[config.mk]
export PLATFORM = sky130hd
export DESIGN_NAME = mono_bitmap_color_expand
export DESIGN_NICKNAME = d
export VERILOG_FILES = /design/src/sv/mbce_pkg.sv /design/src/sv/mbce_front.sv /design/src/sv/mbce_queue.sv /design/src/sv/mbce_back.sv /design/src/sv/mono_bitmap_color_expand.sv
export VERILOG_INCLUDE_DIRS = /design/src /design/src/sv
export SDC_FILE = /design/constraint.sdc
export NUM_CORES = 1
export LEC_CHECK = 0
export ABC_AREA = 1
export BUFFER_PORTS_ARGS = -buffer_cell sky130_fd_sc_hd__buf_2
export CAP_MARGIN = 20
export CELL_PAD_IN_SITES_DETAIL_PLACEMENT = 1
export CELL_PAD_IN_SITES_GLOBAL_PLACEMENT = 1
export CORE_MARGIN = 4
export CORE_UTILIZATION = 50
export CTS_BUF_LIST = sky130_fd_sc_hd__clkbuf_8
export CTS_CLUSTER_DIAMETER = 40
export DETAILED_ROUTE_END_ITERATION = 6
export GPL_ROUTABILITY_DRIVEN = 0
export PLACE_DENSITY = 0.87
export SYNTH_ARGS = -nofsm -noshare
export SYNTH_HDL_FRONTEND = slang
export SYNTH_SLANG_ARGS = --single-unit
[constraint.sdc]
create_clock -name clk -period 17.4 [get_ports clk]
set_input_delay 5.22 -clock clk [delete_from_list [all_inputs] [get_ports clk]]
set_output_delay 5.22 -clock clk [all_outputs]
set_load 0.01 [all_outputs]
[src/sv/mono_bitmap_color_expand_assert.svh]
// Assertion macros for the colour expansion blitter
`ifndef MONO_BITMAP_COLOR_EXPAND_ASSERT_SVH
`define MONO_BITMAP_COLOR_EXPAND_ASSERT_SVH

`ifndef SYNTHESIS
`define MBCE_ASSERT_IMP(lbl, ante, cons) \
    lbl: assert property (@(posedge clk) disable iff (!rst_n) (ante) |-> (cons)) \
        else $error("mbce: implication check failed");
`define MBCE_ASSERT_NEXT(lbl, ante, cons) \
    lbl: assert property (@(posedge clk) disable iff (!rst_n) (ante) |=> (cons)) \
        else $error("mbce: next-cycle check failed");
`else
`define MBCE_ASSERT_IMP(lbl, ante, cons)
`define MBCE_ASSERT_NEXT(lbl, ante, cons)
`endif

`endif

[src/sv/mbce_pkg.sv]
package mbce_pkg;

    localparam int COORD_BITS  = 12;
    localparam int OFFSET_BITS = 28;
    localparam int PITCH_BITS  = 16;
    localparam int BPP_BITS    = 3;
    localparam int CHAN_BITS   = 8;
    localparam int COLOR_BITS  = 3 * CHAN_BITS;
    localparam int PIX_PER_BYTE = 8;
    localparam int PIX_SHIFT   = 3;
    localparam int COUNT_BITS  = 4;
    localparam int COL_BITS    = COORD_BITS - PIX_SHIFT;
    localparam int ROWB_BITS   = COL_BITS + 1;
    localparam int YTERM_BITS  = COORD_BITS + PITCH_BITS;
    localparam int XTERM_BITS  = COORD_BITS + BPP_BITS;

    localparam int QUEUE_DEPTH = 4;
    localparam int QPTR_BITS   = 2;

    localparam int CFG_INDEX_BITS = 3;
    localparam int CFG_DATA_BITS  = COLOR_BITS;

    localparam int IN_DATA_BITS  = ((4 * COORD_BITS + CHAN_BITS + 7) / 8) * 8;
    localparam int OUT_DATA_BITS = ((OFFSET_BITS + COLOR_BITS + 7) / 8) * 8;

    localparam logic MODE_START = 1'b0;
    localparam logic MODE_BYTE  = 1'b1;

    typedef enum logic [CFG_INDEX_BITS-1:0] {
        REG_SCREEN_WIDTH    = 3'd0,
        REG_SCREEN_HEIGHT   = 3'd1,
        REG_LINE_PITCH      = 3'd2,
        REG_BYTES_PER_PIXEL = 3'd3,
        REG_FORE_COLOR      = 3'd4,
        REG_BACK_COLOR      = 3'd5
    } reg_index_t;

    typedef struct packed {
        logic [COORD_BITS-1:0] screen_width;
        logic [COORD_BITS-1:0] screen_height;
        logic [PITCH_BITS-1:0] line_pitch;
        logic [BPP_BITS-1:0]   bytes_per_pixel;
        logic [COLOR_BITS-1:0] fore_color;
        logic [COLOR_BITS-1:0] back_color;
    } cfg_t;

    // one bitmap byte that has visible pixels, ready for expansion
    typedef struct packed {
        logic [OFFSET_BITS-1:0] offset;
        logic [COUNT_BITS-1:0]  count;
        logic [CHAN_BITS-1:0]   data;
        logic                   last_bitmap;
    } cmd_t;

endpackage

[src/sv/mbce_front.sv]
module mbce_front (
    input  logic                           clk,
    input  logic                           rst_n,
    input  mbce_pkg::cfg_t                 cfg,
    input  logic                           in_valid,
    output logic                           in_ready,
    input  logic                           in_mode,
    input  logic [mbce_pkg::COORD_BITS-1:0] in_x,
    input  logic [mbce_pkg::COORD_BITS-1:0] in_y,
    input  logic [mbce_pkg::COORD_BITS-1:0] in_w,
    input  logic [mbce_pkg::COORD_BITS-1:0] in_h,
    input  logic [mbce_pkg::CHAN_BITS-1:0]  in_byte,
    input  logic                           q_full,
    output logic                           q_push,
    output mbce_pkg::cmd_t                 q_cmd
);
    import mbce_pkg::*;

    logic                   active_reg, active_next;
    logic [COORD_BITS-1:0]  bm_width_reg, bm_width_next;
    logic [COORD_BITS-1:0]  bm_height_reg, bm_height_next;
    logic [COORD_BITS-1:0]  vis_w_reg, vis_w_next;
    logic [COORD_BITS-1:0]  vis_h_reg, vis_h_next;
    logic [COL_BITS-1:0]    col_reg, col_next;
    logic [COORD_BITS-1:0]  row_reg, row_next;
    logic [OFFSET_BITS-1:0] row_base_reg, row_base_next;

    logic                   accept;
    logic                   off_screen;
    logic [COORD_BITS:0]    x_end, y_end;
    logic [COORD_BITS-1:0]  start_vw, start_vh;
    logic [YTERM_BITS-1:0]  y_term;
    logic [XTERM_BITS-1:0]  x_term, col_term;
    logic [COORD_BITS:0]    w_round;
    logic [ROWB_BITS-1:0]   row_bytes;
    logic [ROWB_BITS-1:0]   col_inc;
    logic [COORD_BITS-1:0]  first_x;
    logic [COORD_BITS-1:0]  remain;
    logic [COORD_BITS:0]    row_inc;
    logic                   has_pix;

    assign in_ready = !q_full;
    assign accept   = in_valid && in_ready;

    // start request: clip against the screen
    assign off_screen = (in_x >= cfg.screen_width) || (in_y >= cfg.screen_height);
    assign x_end = {1'b0, in_x} + {1'b0, in_w};
    assign y_end = {1'b0, in_y} + {1'b0, in_h};
    assign start_vw = off_screen ? '0 :
                      (x_end > {1'b0, cfg.screen_width}) ? cfg.screen_width - in_x : in_w;
    assign start_vh = off_screen ? '0 :
                      (y_end > {1'b0, cfg.screen_height}) ? cfg.screen_height - in_y : in_h;
    assign y_term = YTERM_BITS'(in_y) * YTERM_BITS'(cfg.line_pitch);
    assign x_term = XTERM_BITS'(in_x) * XTERM_BITS'(cfg.bytes_per_pixel);

    // byte request: visible span of this byte
    assign w_round   = {1'b0, bm_width_reg} + (COORD_BITS+1)'(PIX_PER_BYTE - 1);
    assign row_bytes = w_round[COORD_BITS:PIX_SHIFT];
    assign col_inc   = {1'b0, col_reg} + ROWB_BITS'(1);
    assign first_x   = {col_reg, {PIX_SHIFT{1'b0}}};
    assign remain    = vis_w_reg - first_x;
    assign row_inc   = {1'b0, row_reg} + (COORD_BITS+1)'(1);
    assign has_pix   = (row_reg < vis_h_reg) && (first_x < vis_w_reg);
    assign col_term  = XTERM_BITS'(first_x) * XTERM_BITS'(cfg.bytes_per_pixel);

    assign q_push = accept && (in_mode == MODE_BYTE) && active_reg && has_pix;

    always_comb
    begin
        q_cmd.offset = row_base_reg + OFFSET_BITS'(col_term);
        q_cmd.count  = (remain >= COORD_BITS'(PIX_PER_BYTE)) ? COUNT_BITS'(PIX_PER_BYTE)
                                                            : remain[COUNT_BITS-1:0];
        q_cmd.data   = in_byte;
        q_cmd.last_bitmap = (row_inc == {1'b0, vis_h_reg})
                            && (remain <= COORD_BITS'(PIX_PER_BYTE));
    end

    always_comb
    begin
        active_next    = active_reg;
        bm_width_next  = bm_width_reg;
        bm_height_next = bm_height_reg;
        vis_w_next     = vis_w_reg;
        vis_h_next     = vis_h_reg;
        col_next       = col_reg;
        row_next       = row_reg;
        row_base_next  = row_base_reg;
        if (accept)
        begin
            if (in_mode == MODE_START)
            begin
                bm_width_next  = in_w;
                bm_height_next = in_h;
                vis_w_next     = start_vw;
                vis_h_next     = start_vh;
                col_next       = '0;
                row_next       = '0;
                row_base_next  = OFFSET_BITS'(y_term) + OFFSET_BITS'(x_term);
                active_next    = (start_vw != '0) && (start_vh != '0);
            end
            else if (active_reg)
            begin
                if (col_inc >= row_bytes)
                begin
                    col_next      = '0;
                    row_next      = row_inc[COORD_BITS-1:0];
                    row_base_next = row_base_reg + OFFSET_BITS'(cfg.line_pitch);
                    if (row_inc[COORD_BITS-1:0] >= bm_height_reg)
                        active_next = 1'b0;
                end
                else
                begin
                    col_next = col_inc[COL_BITS-1:0];
                end
            end
        end
    end

    always_ff @(posedge clk or negedge rst_n)
    begin
        if (!rst_n)
        begin
            active_reg    <= 1'b0;
            bm_width_reg  <= '0;
            bm_height_reg <= '0;
            vis_w_reg     <= '0;
            vis_h_reg     <= '0;
            col_reg       <= '0;
            row_reg       <= '0;
            row_base_reg  <= '0;
        end
        else
        begin
            active_reg    <= active_next;
            bm_width_reg  <= bm_width_next;
            bm_height_reg <= bm_height_next;
            vis_w_reg     <= vis_w_next;
            vis_h_reg     <= vis_h_next;
            col_reg       <= col_next;
            row_reg       <= row_next;
            row_base_reg  <= row_base_next;
        end
    end

endmodule

[src/sv/mbce_queue.sv]
module mbce_queue (
    input  logic           clk,
    input  logic           rst_n,
    input  logic           push,
    input  mbce_pkg::cmd_t push_cmd,
    output logic           full,
    input  logic           pop,
    output mbce_pkg::cmd_t pop_cmd,
    output logic           empty
);
    import mbce_pkg::*;

    cmd_t                 entry_reg [QUEUE_DEPTH];
    logic [QPTR_BITS:0]   wr_ptr_reg, wr_ptr_next;
    logic [QPTR_BITS:0]   rd_ptr_reg, rd_ptr_next;

    assign empty = (wr_ptr_reg == rd_ptr_reg);
    assign full  = (wr_ptr_reg[QPTR_BITS] != rd_ptr_reg[QPTR_BITS])
                   && (wr_ptr_reg[QPTR_BITS-1:0] == rd_ptr_reg[QPTR_BITS-1:0]);
    assign pop_cmd = entry_reg[rd_ptr_reg[QPTR_BITS-1:0]];

    assign wr_ptr_next = wr_ptr_reg + (QPTR_BITS+1)'(1);
    assign rd_ptr_next = rd_ptr_reg + (QPTR_BITS+1)'(1);

    always_ff @(posedge clk or negedge rst_n)
    begin
        if (!rst_n)
        begin
            wr_ptr_reg <= '0;
            rd_ptr_reg <= '0;
        end
        else
        begin
            if (push)
                wr_ptr_reg <= wr_ptr_next;
            if (pop)
                rd_ptr_reg <= rd_ptr_next;
        end
    end

    always_ff @(posedge clk)
    begin
        if (push)
            entry_reg[wr_ptr_reg[QPTR_BITS-1:0]] <= push_cmd;
    end

endmodule

[src/sv/mbce_back.sv]
module mbce_back (
    input  logic                             clk,
    input  logic                             rst_n,
    input  mbce_pkg::cfg_t                   cfg,
    input  mbce_pkg::cmd_t                   q_cmd,
    input  logic                             q_empty,
    output logic                             q_pop,
    output logic                             out_valid,
    input  logic                             out_ready,
    output logic [mbce_pkg::OFFSET_BITS-1:0] out_offset,
    output logic [mbce_pkg::CHAN_BITS-1:0]   out_red,
    output logic [mbce_pkg::CHAN_BITS-1:0]   out_green,
    output logic [mbce_pkg::CHAN_BITS-1:0]   out_blue,
    output logic                             out_last_byte,
    output logic                             out_last_bitmap
);
    import mbce_pkg::*;

    logic                   busy_reg;
    logic [OFFSET_BITS-1:0] offset_reg;
    logic [CHAN_BITS-1:0]   data_reg;
    logic [COUNT_BITS-1:0]  left_reg;
    logic                   last_bm_reg;

    logic                   out_valid_reg;
    logic [OFFSET_BITS-1:0] out_offset_reg;
    logic [COLOR_BITS-1:0]  out_color_reg;
    logic                   out_lbyte_reg;
    logic                   out_lbm_reg;

    logic                   emit;
    logic                   final_pix;

    assign emit      = busy_reg && (!out_valid_reg || out_ready);
    assign final_pix = (left_reg == COUNT_BITS'(1));
    assign q_pop     = !q_empty && (!busy_reg || (emit && final_pix));

    assign out_valid       = out_valid_reg;
    assign out_offset      = out_offset_reg;
    assign out_red         = out_color_reg[3*CHAN_BITS-1:2*CHAN_BITS];
    assign out_green       = out_color_reg[2*CHAN_BITS-1:CHAN_BITS];
    assign out_blue        = out_color_reg[CHAN_BITS-1:0];
    assign out_last_byte   = out_lbyte_reg;
    assign out_last_bitmap = out_lbm_reg;

    always_ff @(posedge clk or negedge rst_n)
    begin
        if (!rst_n)
        begin
            busy_reg      <= 1'b0;
            out_valid_reg <= 1'b0;
        end
        else
        begin
            if (q_pop)
                busy_reg <= 1'b1;
            else if (emit && final_pix)
                busy_reg <= 1'b0;

            if (emit)
                out_valid_reg <= 1'b1;
            else if (out_ready)
                out_valid_reg <= 1'b0;
        end
    end

    // payload: current byte being expanded and the output slot
    always_ff @(posedge clk)
    begin
        if (q_pop)
        begin
            offset_reg  <= q_cmd.offset;
            data_reg    <= q_cmd.data;
            left_reg    <= q_cmd.count;
            last_bm_reg <= q_cmd.last_bitmap;
        end
        else if (emit)
        begin
            offset_reg <= offset_reg + OFFSET_BITS'(cfg.bytes_per_pixel);
            data_reg   <= {data_reg[CHAN_BITS-2:0], 1'b0};
            left_reg   <= left_reg - COUNT_BITS'(1);
        end

        if (emit)
        begin
            out_offset_reg <= offset_reg;
            out_color_reg  <= data_reg[CHAN_BITS-1] ? cfg.fore_color : cfg.back_color;
            out_lbyte_reg  <= final_pix;
            out_lbm_reg    <= final_pix && last_bm_reg;
        end
    end

endmodule

[src/sv/mono_bitmap_color_expand.sv]
// A byte request passes the queue, the expansion registers and the output register
// before its first pixel shows. Throughput: one pixel per cycle while m_axis_tready
// is high; the single-pixel expansion stage gives a byte's visible pixels (up to 8).
// Start requests and bytes with no visible pixel are not queued. A 4-entry queue
// decouples input. Reset (rst_n low, asynchronous): no rectangle, queue and output
// empty, registers back to 640x480, pitch 2560, 4 bytes per pixel, white on black.
`include "mono_bitmap_color_expand_assert.svh"

module mono_bitmap_color_expand (
    input  logic                                  clk,
    input  logic                                  rst_n,
    input  logic                                  s_axis_tvalid,
    output logic                                  s_axis_tready,
    // rect_x, rect_y, rect_width, rect_height, bitmap_byte
    input  logic [mbce_pkg::IN_DATA_BITS-1:0]     s_axis_tdata,
    // mode
    input  logic                                  s_axis_tuser,
    output logic                                  m_axis_tvalid,
    input  logic                                  m_axis_tready,
    // pixel_offset, red, green, blue, zero fill
    output logic [mbce_pkg::OUT_DATA_BITS-1:0]    m_axis_tdata,
    // last_of_byte
    output logic                                  m_axis_tuser,
    // last_of_bitmap
    output logic                                  m_axis_tlast,
    input  logic                                  cfg_valid,
    output logic                                  cfg_ready,
    input  logic [mbce_pkg::CFG_INDEX_BITS-1:0]   cfg_index,
    input  logic [mbce_pkg::CFG_DATA_BITS-1:0]    cfg_data
);
    import mbce_pkg::*;

    cfg_t                   cfg_reg;
    logic                   q_push, q_pop, q_full, q_empty;
    cmd_t                   push_cmd, pop_cmd;
    logic [OFFSET_BITS-1:0] pix_offset;
    logic [CHAN_BITS-1:0]   pix_red, pix_green, pix_blue;

    assign cfg_ready = 1'b1;

    always_ff @(posedge clk or negedge rst_n)
    begin
        if (!rst_n)
        begin
            cfg_reg.screen_width    <= COORD_BITS'(640);
            cfg_reg.screen_height   <= COORD_BITS'(480);
            cfg_reg.line_pitch      <= PITCH_BITS'(2560);
            cfg_reg.bytes_per_pixel <= BPP_BITS'(4);
            cfg_reg.fore_color      <= '1;
            cfg_reg.back_color      <= '0;
        end
        else if (cfg_valid && cfg_ready)
        begin
            unique case (cfg_index)
                REG_SCREEN_WIDTH:    cfg_reg.screen_width    <= cfg_data[COORD_BITS-1:0];
                REG_SCREEN_HEIGHT:   cfg_reg.screen_height   <= cfg_data[COORD_BITS-1:0];
                REG_LINE_PITCH:      cfg_reg.line_pitch      <= cfg_data[PITCH_BITS-1:0];
                REG_BYTES_PER_PIXEL: cfg_reg.bytes_per_pixel <= cfg_data[BPP_BITS-1:0];
                REG_FORE_COLOR:      cfg_reg.fore_color      <= cfg_data[COLOR_BITS-1:0];
                REG_BACK_COLOR:      cfg_reg.back_color      <= cfg_data[COLOR_BITS-1:0];
                default:             ;
            endcase
        end
    end

    mbce_front u_front (
        .clk      (clk),
        .rst_n    (rst_n),
        .cfg      (cfg_reg),
        .in_valid (s_axis_tvalid),
        .in_ready (s_axis_tready),
        .in_mode  (s_axis_tuser),
        .in_x     (s_axis_tdata[COORD_BITS-1:0]),
        .in_y     (s_axis_tdata[2*COORD_BITS-1:COORD_BITS]),
        .in_w     (s_axis_tdata[3*COORD_BITS-1:2*COORD_BITS]),
        .in_h     (s_axis_tdata[4*COORD_BITS-1:3*COORD_BITS]),
        .in_byte  (s_axis_tdata[4*COORD_BITS+CHAN_BITS-1:4*COORD_BITS]),
        .q_full   (q_full),
        .q_push   (q_push),
        .q_cmd    (push_cmd)
    );

    mbce_queue u_queue (
        .clk      (clk),
        .rst_n    (rst_n),
        .push     (q_push),
        .push_cmd (push_cmd),
        .full     (q_full),
        .pop      (q_pop),
        .pop_cmd  (pop_cmd),
        .empty    (q_empty)
    );

    mbce_back u_back (
        .clk             (clk),
        .rst_n           (rst_n),
        .cfg             (cfg_reg),
        .q_cmd           (pop_cmd),
        .q_empty         (q_empty),
        .q_pop           (q_pop),
        .out_valid       (m_axis_tvalid),
        .out_ready       (m_axis_tready),
        .out_offset      (pix_offset),
        .out_red         (pix_red),
        .out_green       (pix_green),
        .out_blue        (pix_blue),
        .out_last_byte   (m_axis_tuser),
        .out_last_bitmap (m_axis_tlast)
    );

    assign m_axis_tdata = OUT_DATA_BITS'({pix_blue, pix_green, pix_red, pix_offset});

    `MBCE_ASSERT_IMP(a_queue_no_overflow, q_push, !q_full)
    `MBCE_ASSERT_IMP(a_queue_no_underflow, q_pop, !q_empty)
    `MBCE_ASSERT_NEXT(a_queue_fills, q_push && q_empty && !q_pop, !q_empty)
    `MBCE_ASSERT_IMP(a_bitmap_end_ends_byte, m_axis_tvalid && m_axis_tlast, m_axis_tuser)

endmodule
==> results of run 1 <==
-- power groups by stage --
| stage | logic [W] | clock network (W) | registers (W) |
|---|---|---|---|
| after floorplan | 0.00317 | 0 | 0.00169 |
| after global placement | 0.00414 | 0 | 0.00175 |
| after detailed placement | 0.00440 | 0 | 0.00177 |
| after CTS | 0.00446 | 0.00109 | 0.00176 |
| after global routing | 0.00510 | 0.00115 | 0.00179 |
| final | 0.00447 | 0.00107 | 0.00177 |
-- Yosys cell counts (all sizes together), types with 2 or more instances --
cell type  number  share of area (%)
xor2           93                2.4
edfxtp        259                 23
ha            257                9.6
conb            2              0.022
nand2b          2              0.037
a21boi          7               0.17
nor2          262                3.0
nor4            6               0.15
o21a            2              0.045
o21bai         14               0.31
o2111ai         2              0.052
nand3         149                2.3
dfrtp         164                 12
xnor2          49                1.3
o22ai          33               0.62
a31oi          31               0.58
nand4          33               0.64
nor3           27               0.40
dfstp          33                2.6
nand3b         10               0.22
o31ai           3              0.067
inv           728                8.2
a21o           17               0.38
mux2           24               0.81
a21oi         143                2.1
and2            3              0.056
clkbuf        111                1.2
nor3b           2              0.045
o211ai          6               0.15
nand2         849                9.5
fa            191                 11
or2             4              0.075
buf            30               0.53
o21ai         347                5.3
a211oi          2              0.045
-- worst max-delay path, cell delays in order --
cell     delay [ns]
buf_2          0.38
nand2_1        0.16
fa_1           0.58
inv_1          0.06
fa_1           0.49
fa_1           0.54
fa_1           0.45
fa_1           0.55
inv_1          0.06
fa_1           0.52
inv_1          0.04
ha_1           0.37
a21oi_1        0.24
o21ai_0        0.14
a21oi_1        0.15
nand3_1        0.18
a31o_2         0.26
or2_2          0.27
nand3_1        0.07
a31oi_1        0.09
-- logic make-up (layout without fill, tap and decap cells) --
| group | Yosys count | after routing | synth area share [%] |
|---|---|---|---|
| AOI/OAI and AO/OA | 611 | 611 | 9.94 |
| xor gates and xnor gates | 142 | 142 | 3.71 |
| adders and majority gates | 448 | 448 | 21.0 |
| buffers and inverters | 869 | 1057 | 9.94 |
| DFF | 456 | 456 | 38.1 |
| muxes | 24 | 24 | 0.807 |
| other | 2 | 7 | 0.0224 |
| and+or+nand+nor | 1349 | 1349 | 16.5 |
-- layout make-up --
cell class / instances / area (sq um) / share of cell area (%)
Multi-Input combinational cell: 2579 / 17500 / 47.5
Sequential cell: 456 / 12700 / 34.7
Inverter: 728 / 2730 / 7.43
Clock buffer: 95 / 1310 / 3.56
Tap cell: 864 / 1080 / 2.94
Timing Repair Buffer: 169 / 970 / 2.64
Clock inverter: 65 / 449 / 1.22
Antenna cell: 2 / 5.00 / 0.0136
-- metrics by stage --
| step | utilization [%] | cell area (sq um) | power [W] | instances | setup slack [ns] |
|---|---|---|---|---|---|
| detailed placement | 52.8 | 34900 | 0.00617 | 4792 | 6.41 |
| finish | 55.6 | 36800 | 0.00731 | 4958 | 7.10 |
| floorplan | - | 33500 | 0.00485 | 3904 | 6.75 |
| global placement | 52.8 | 34900 | 0.00589 | 4792 | 6.60 |
| global route | 55.6 | 36800 | 0.00804 | 4957 | 6.77 |
| CTS | 55.5 | 36700 | 0.00731 | 4952 | 7.18 |
-- layout by cell type, fill, tap and decap left out, types with 49 or more instances in the layout --
master,n
xor2_1,93
xnor2_1,49
buf_2,143
inv_1,746
dfrtp_1,163
clkbuf_8,96
nor2_1,248
o21ai_0,331
a21oi_1,142
fa_1,191
nand2_1,845
edfxtp_1,259
nand3_1,147
ha_1,257
-- layer usage --
metal | global-route usage, % | routed length (um) | vias to the layer above
met5 | 0 | 0 | -
met4 | 10.4 | 3710 | 0
met3 | 4.14 | 5300 | 239
met2 | 49.9 | 50600 | 813
met1 | 37.8 | 43800 | 13797
li1 | - | - | 12693
-- worst max path at each step --
stage	end	slack, ns	depth (start not counted)
after floorplan	u_front.row_base_reg[27]$_DFFE_PN0P_	6.75	24
after global placement	u_front.row_base_reg[24]$_DFFE_PN0P_	6.60	20
after detailed placement	u_front.row_base_reg[27]$_DFFE_PN0P_	6.41	25
after CTS	u_front.row_base_reg[27]$_DFFE_PN0P_	7.18	23
after global routing	u_front.row_base_reg[24]$_DFFE_PN0P_	6.77	20
final	u_front.row_base_reg[24]$_DFFE_PN0P_	7.10	20
==> flow_summary.json, run 1 <==
{
  "grt_max_degree": 84,
  "drt-total-wl_um": 103000,
  "tightest_slew_ns": 1.07,
  "syn_inst": 3901,
  "fp.dieW_um": 267,
  "p_seq_share_pct": 24.2,
  "drtPass1Iterations": 6,
  "portBuffers": 144,
  "initial_utilization_pct": 50.7,
  "hold_buffers": 0,
  "largest_register_ffs": 164,
  "h-tree-depth": 3,
  "worstPathRequired_ns": 17.93,
  "end_kind": "flop",
  "slew_headroom_pct": 28.8,
  "yosysWarnings": 0,
  "num_rows": 94,
  "drc": 0,
  "path_max_fanout": 18,
  "finalHoldViolations": 0,
  "grt_pass1_vias": 29933,
  "min_period_ns": 10.30,
  "p_leak_nw": 18.5,
  "layout.nets": 4557,
  "synthArstFlopShare_pct": 43.2,
  "critical_path_arrival_ns": 10.83,
  "synth-seq-cells": 456,
  "cts_max_path_buffers": 3,
  "root_buffer": "clkbuf_8",
  "synth_edf_count": 259,
  "routedWlPerCell_um": 20.9,
  "ys_seq_area_share_pct": 38.1,
  "reg2reg_slack_ns": 10.99,
  "die_y_um": 267,
  "finClkSkew_ns": 0.0413,
  "areaGrowthSynthToFinish_pct": 9.82,
  "pwr-share-clk_pct": 14.7,
  "antenna_found_initial": 2,
  "whs_path_depth": 0,
  "grt_pass1_wl_um": 163000,
  "clkLatencyLatePin_ns": 0.69,
  "power.density_mw_per_mm2": 199,
  "worst_hold_slack_ns": 0.461,
  "layout.filler_cells": 7892,
  "critPathLaunchType": "input port",
  "grt.total_usage_pct": 29.0,
  "postSynthAreaPerCell_sq_um": 8.58,
  "peakVddDrop_mv": 0.176,
  "place_hpwl_um": 76900,
  "slew_violations": 0,
  "p_sw_w": 0.00364,
  "cts_buffers": 86,
  "setup_viol": 0,
  "die_area_sq_mm": 0.0712,
  "rsz0062_at_grt": "no",
  "ant_nets": 0,
  "maxCapViolCount": 0,
  "cts_resized": 0,
  "via_count": 27542,
  "post_drt_via_cell_ratio": 5.56,
  "hold_end": "u_back.out_offset[21]$_DFFE_PP_",
  "r2r-start": "cfg_reg[49]$_DFFE_PN0P_",
  "worstRegToRegCells": 26,
  "drive_gt1_share_pct": 9.75,
  "worstHoldPathType": "flop to flop",
  "clkTransAtPathRegs_ns": 0.06,
  "drt_iter0_drc": 1859,
  "power.share.switching_pct": 49.7,
  "timing.rr.end": "u_front.row_base_reg[19]$_DFFE_PN0P_",
  "netlist-cell-type-count": 58,
  "max_freq_mhz": 97.1,
  "status": "finished clean",
  "cts_tree": "yes",
  "cp-startpoint": "s_axis_tdata[17]",
  "comb_power_share_pct": 61.2,
  "fin_crit_sh_pct": 59.2,
  "worstSetupPathType": "input port to flop",
  "core_area_sq_mm": 0.0661,
  "synthesis.area_sq_mm": 0.0335,
  "finalSetupTns_ns": 0,
  "holdCritStartpoint": "u_back.offset_reg[21]$_DFFE_PP_",
  "synth_flop_cell": "edfxtp_1",
  "cts.sinks": 456,
  "grt-ovfl-total": 0,
  "p_int_w": 0.00368,
  "io_pins": 150,
  "post_cts_buffers": 0
}
Power figures use the tool's default switching activity.
==> inputs of run 2 (changes only) <==
ABC_AREA = 0   (was 1)
CORE_UTILIZATION = 47   (was 50)
PLACE_DENSITY = 0.83   (was 0.87)
clock period = 8.75 ns   (was 17.4 ns; I/O delays follow)
==> run 2 against run 1 <==
- clock-buffer cell count decreased by 5
- cell count shrank 16%
- final area shrank 2.4%
- hold slack gained 0.015 ns
- routed wire length down 9.1%
- via count down 13%
- clock skew up 0.014 ns
- non-clock buffer count increased by 6
==> flow_summary.json, run 2 <==
{
  "holdCritStartpoint": "u_back.offset_reg[0]$_DFFE_PP_",
  "cts_buffers": 83,
  "finalSetupTns_ns": 0,
  "post_drt_via_cell_ratio": 5.77,
  "whs_path_depth": 0,
  "io_pins": 150,
  "drt-total-wl_um": 94000,
  "cts.sinks": 456,
  "mostFrequentLayoutCell": "inv_1",
  "cts_tree": "yes",
  "drtPass1Iterations": 5,
  "slew_headroom_pct": 26.6,
  "synth_flop_cell": "edfxtp_1",
  "root_buffer": "clkbuf_8",
  "drt_iter0_drc": 1613,
  "max_freq_mhz": 125,
  "synth-seq-cells": 456,
  "netlist-cell-type-count": 74,
  "drive_gt1_share_pct": 15.1,
  "rsz0062_at_grt": "no",
  "end_kind": "flop",
  "routedWlPerCell_um": 22.6,
  "synth_top_cells_by_count": "inv_1, nand2_1, edfxtp_1",
  "mostFrequentLayoutCells": "inv_1, nand2_1, edfxtp_1",
  "largest_register_ffs": 164,
  "postSynthAreaPerCell_sq_um": 10.6,
  "post-route-util_pct": 53.0,
  "slew_violations": 0,
  "synthArstFlopShare_pct": 43.2,
  "worstHoldPathType": "flop to flop",
  "cts_resized": 0,
  "post_cts_buffers": 0,
  "antenna_found_initial": 10,
  "stdcell_area_sq_mm": 0.0359,
  "reg2reg_slack_ns": 2.04,
  "yosysTopAreaCellShare_pct": 24.0,
  "dpl_cell_area_sq_mm": 0.0341,
  "tightest_slew_ns": 1.09,
  "cp_cell_sequence": "buf_2, nand2_1, fa_1, fa_1, inv_1, fa_1, fa_1, fa_1, inv_1, fa_1, inv_1, ha_1, o21a_1, o211ai_1, and3_1, a21oi_1, nand2_1, o311ai_1, a21oi_1, mux2i_1, a211oi_1",
  "core_area_sq_mm": 0.0678,
  "cp-startpoint": "s_axis_tdata[20]",
  "grt_pass1_wl_um": 149000,
  "status": "finished clean",
  "num_rows": 95,
  "die_area_sq_mm": 0.0732,
  "maxCapViolCount": 0,
  "finalNonFillerCells": 4150,
  "cts_max_path_buffers": 3,
  "h-tree-depth": 3,
  "synthTopCellsByArea": "edfxtp_1, dfrtp_1, fa_1",
  "grt.total_usage_pct": 25.6,
  "ys_seq_area_share_pct": 39.4,
  "min_period_ns": 8.01,
  "synth_top_area_cell": "edfxtp_1",
  "clkLatencyLatePin_ns": 0.70,
  "finClkSkew_ns": 0.0550,
  "drc": 0,
  "yosysWarnings": 0,
  "dp_cells": 3984,
  "fp.dieW_um": 271,
  "slowest_stage": "fa_1",
  "layout.nets": 3738,
  "grt_pass1_vias": 26764,
  "clkTransAtPathRegs_ns": 0.06,
  "portBuffers": 144,
  "timing.rr.end": "u_front.row_base_reg[27]$_DFFE_PN0P_",
  "grt-ovfl-total": 0,
  "r2r-start": "cfg_reg[48]$_DFFE_PN0P_",
  "synth.most_common_cell": "inv_1",
  "cp_common_cell": "fa_1",
  "setup_viol": 0,
  "hold_buffers": 0,
  "ant_nets": 0,
  "cpPeakStageDelay_ns": 0.55,
  "syn_inst": 3045,
  "critical_path_arrival_ns": 8.58,
  "die_y_um": 271,
  "areaGrowthSynthToFinish_pct": 10.9,
  "critPathLaunchType": "input port",
  "layout.filler_cells": 7356,
  "hold_end": "u_back.out_offset[0]$_DFFE_PP_",
  "fin_crit_sh_pct": 91.6,
  "synthesis.area_sq_mm": 0.0324,
  "synth_edf_count": 259,
  "initial_utilization_pct": 47.8,
  "via_count": 23927,
  "path_max_fanout": 18,
  "worstPathRequired_ns": 9.32,
  "worstSetupPathType": "input port to flop",
  "finalHoldViolations": 0,
  "grt_max_degree": 82,
  "place_hpwl_um": 71100,
  "worstRegToRegCells": 19
}
==> run 2: metal layers <==
metal  track usage (%)  vias to the layer above  share of wire, %
li1                  -                    10748                 -
met1              32.6                    12185                42
met2              43.3                      738                48
met3              4.86                      252               5.7
met4              10.5                        4               4.3
met5                 0                        -             0.023
==> run 2: cells by family after synthesis <==
family / after synthesis / share of synthesized area, %
other cells: 2 / 0.0232
compound gates: 465 / 8.93
xor+xnor: 167 / 4.52
fa+ha+maj: 448 / 21.7
flops: 456 / 39.4
buf+inv: 481 / 5.66
mux: 163 / 7.00
simple gates: 863 / 12.8
==> run 2: through the flow <==
step	worst slack (ns)	hold WS (ns)
2_1_floorplan	0.510	0.431
3_3_place_gp	0.267	0.455
3_5_place_dp	0.0922	0.466
4_1_cts	0.794	0.475
5_1_grt	0.493	0.483
6_report	0.739	0.476
==> run 2: worst max path at each step <==
stage	end	slack, ns	cells past startpoint
2_1_floorplan	u_front.row_base_reg[27]$_DFFE_PN0P_	0.51	22
3_3_place_gp	u_front.row_base_reg[27]$_DFFE_PN0P_	0.27	22
3_5_place_dp	u_front.row_base_reg[27]$_DFFE_PN0P_	0.09	21
4_1_cts	u_front.row_base_reg[27]$_DFFE_PN0P_	0.79	21
5_1_grt	u_front.row_base_reg[27]$_DFFE_PN0P_	0.49	21
6_report	u_front.row_base_reg[27]$_DFFE_PN0P_	0.74	21
==> run 2: worst max-delay path, delay by kind of cell <==
family | cells | cell delay, ns
buffers and inverters | 4 | 0.56
AO/OA/AOI/OAI | 6 | 1.24
AND/OR/NAND/NOR | 3 | 0.50
adder cells (fa/ha/maj) | 7 | 3.50
multiplexers | 1 | 0.14
==> run 2: cell type report <==
class | instances | area (sq um) | area share, %
repair buffers | 175 | 1020 | 2.83
clock inverters | 65 | 509 | 1.42
multi-input cells | 2111 | 17900 | 49.8
diodes | 6 | 15.0 | 0.0418
well taps | 873 | 1090 | 3.04
clock buffers | 90 | 1240 | 3.45
flip-flops and latches | 456 | 12800 | 35.5
inverters | 374 | 1400 | 3.91
Power of run 2 is left out: the tool's default activity adds up to more than one toggle a clock period on the data nets, which glitch-free logic cannot reach.
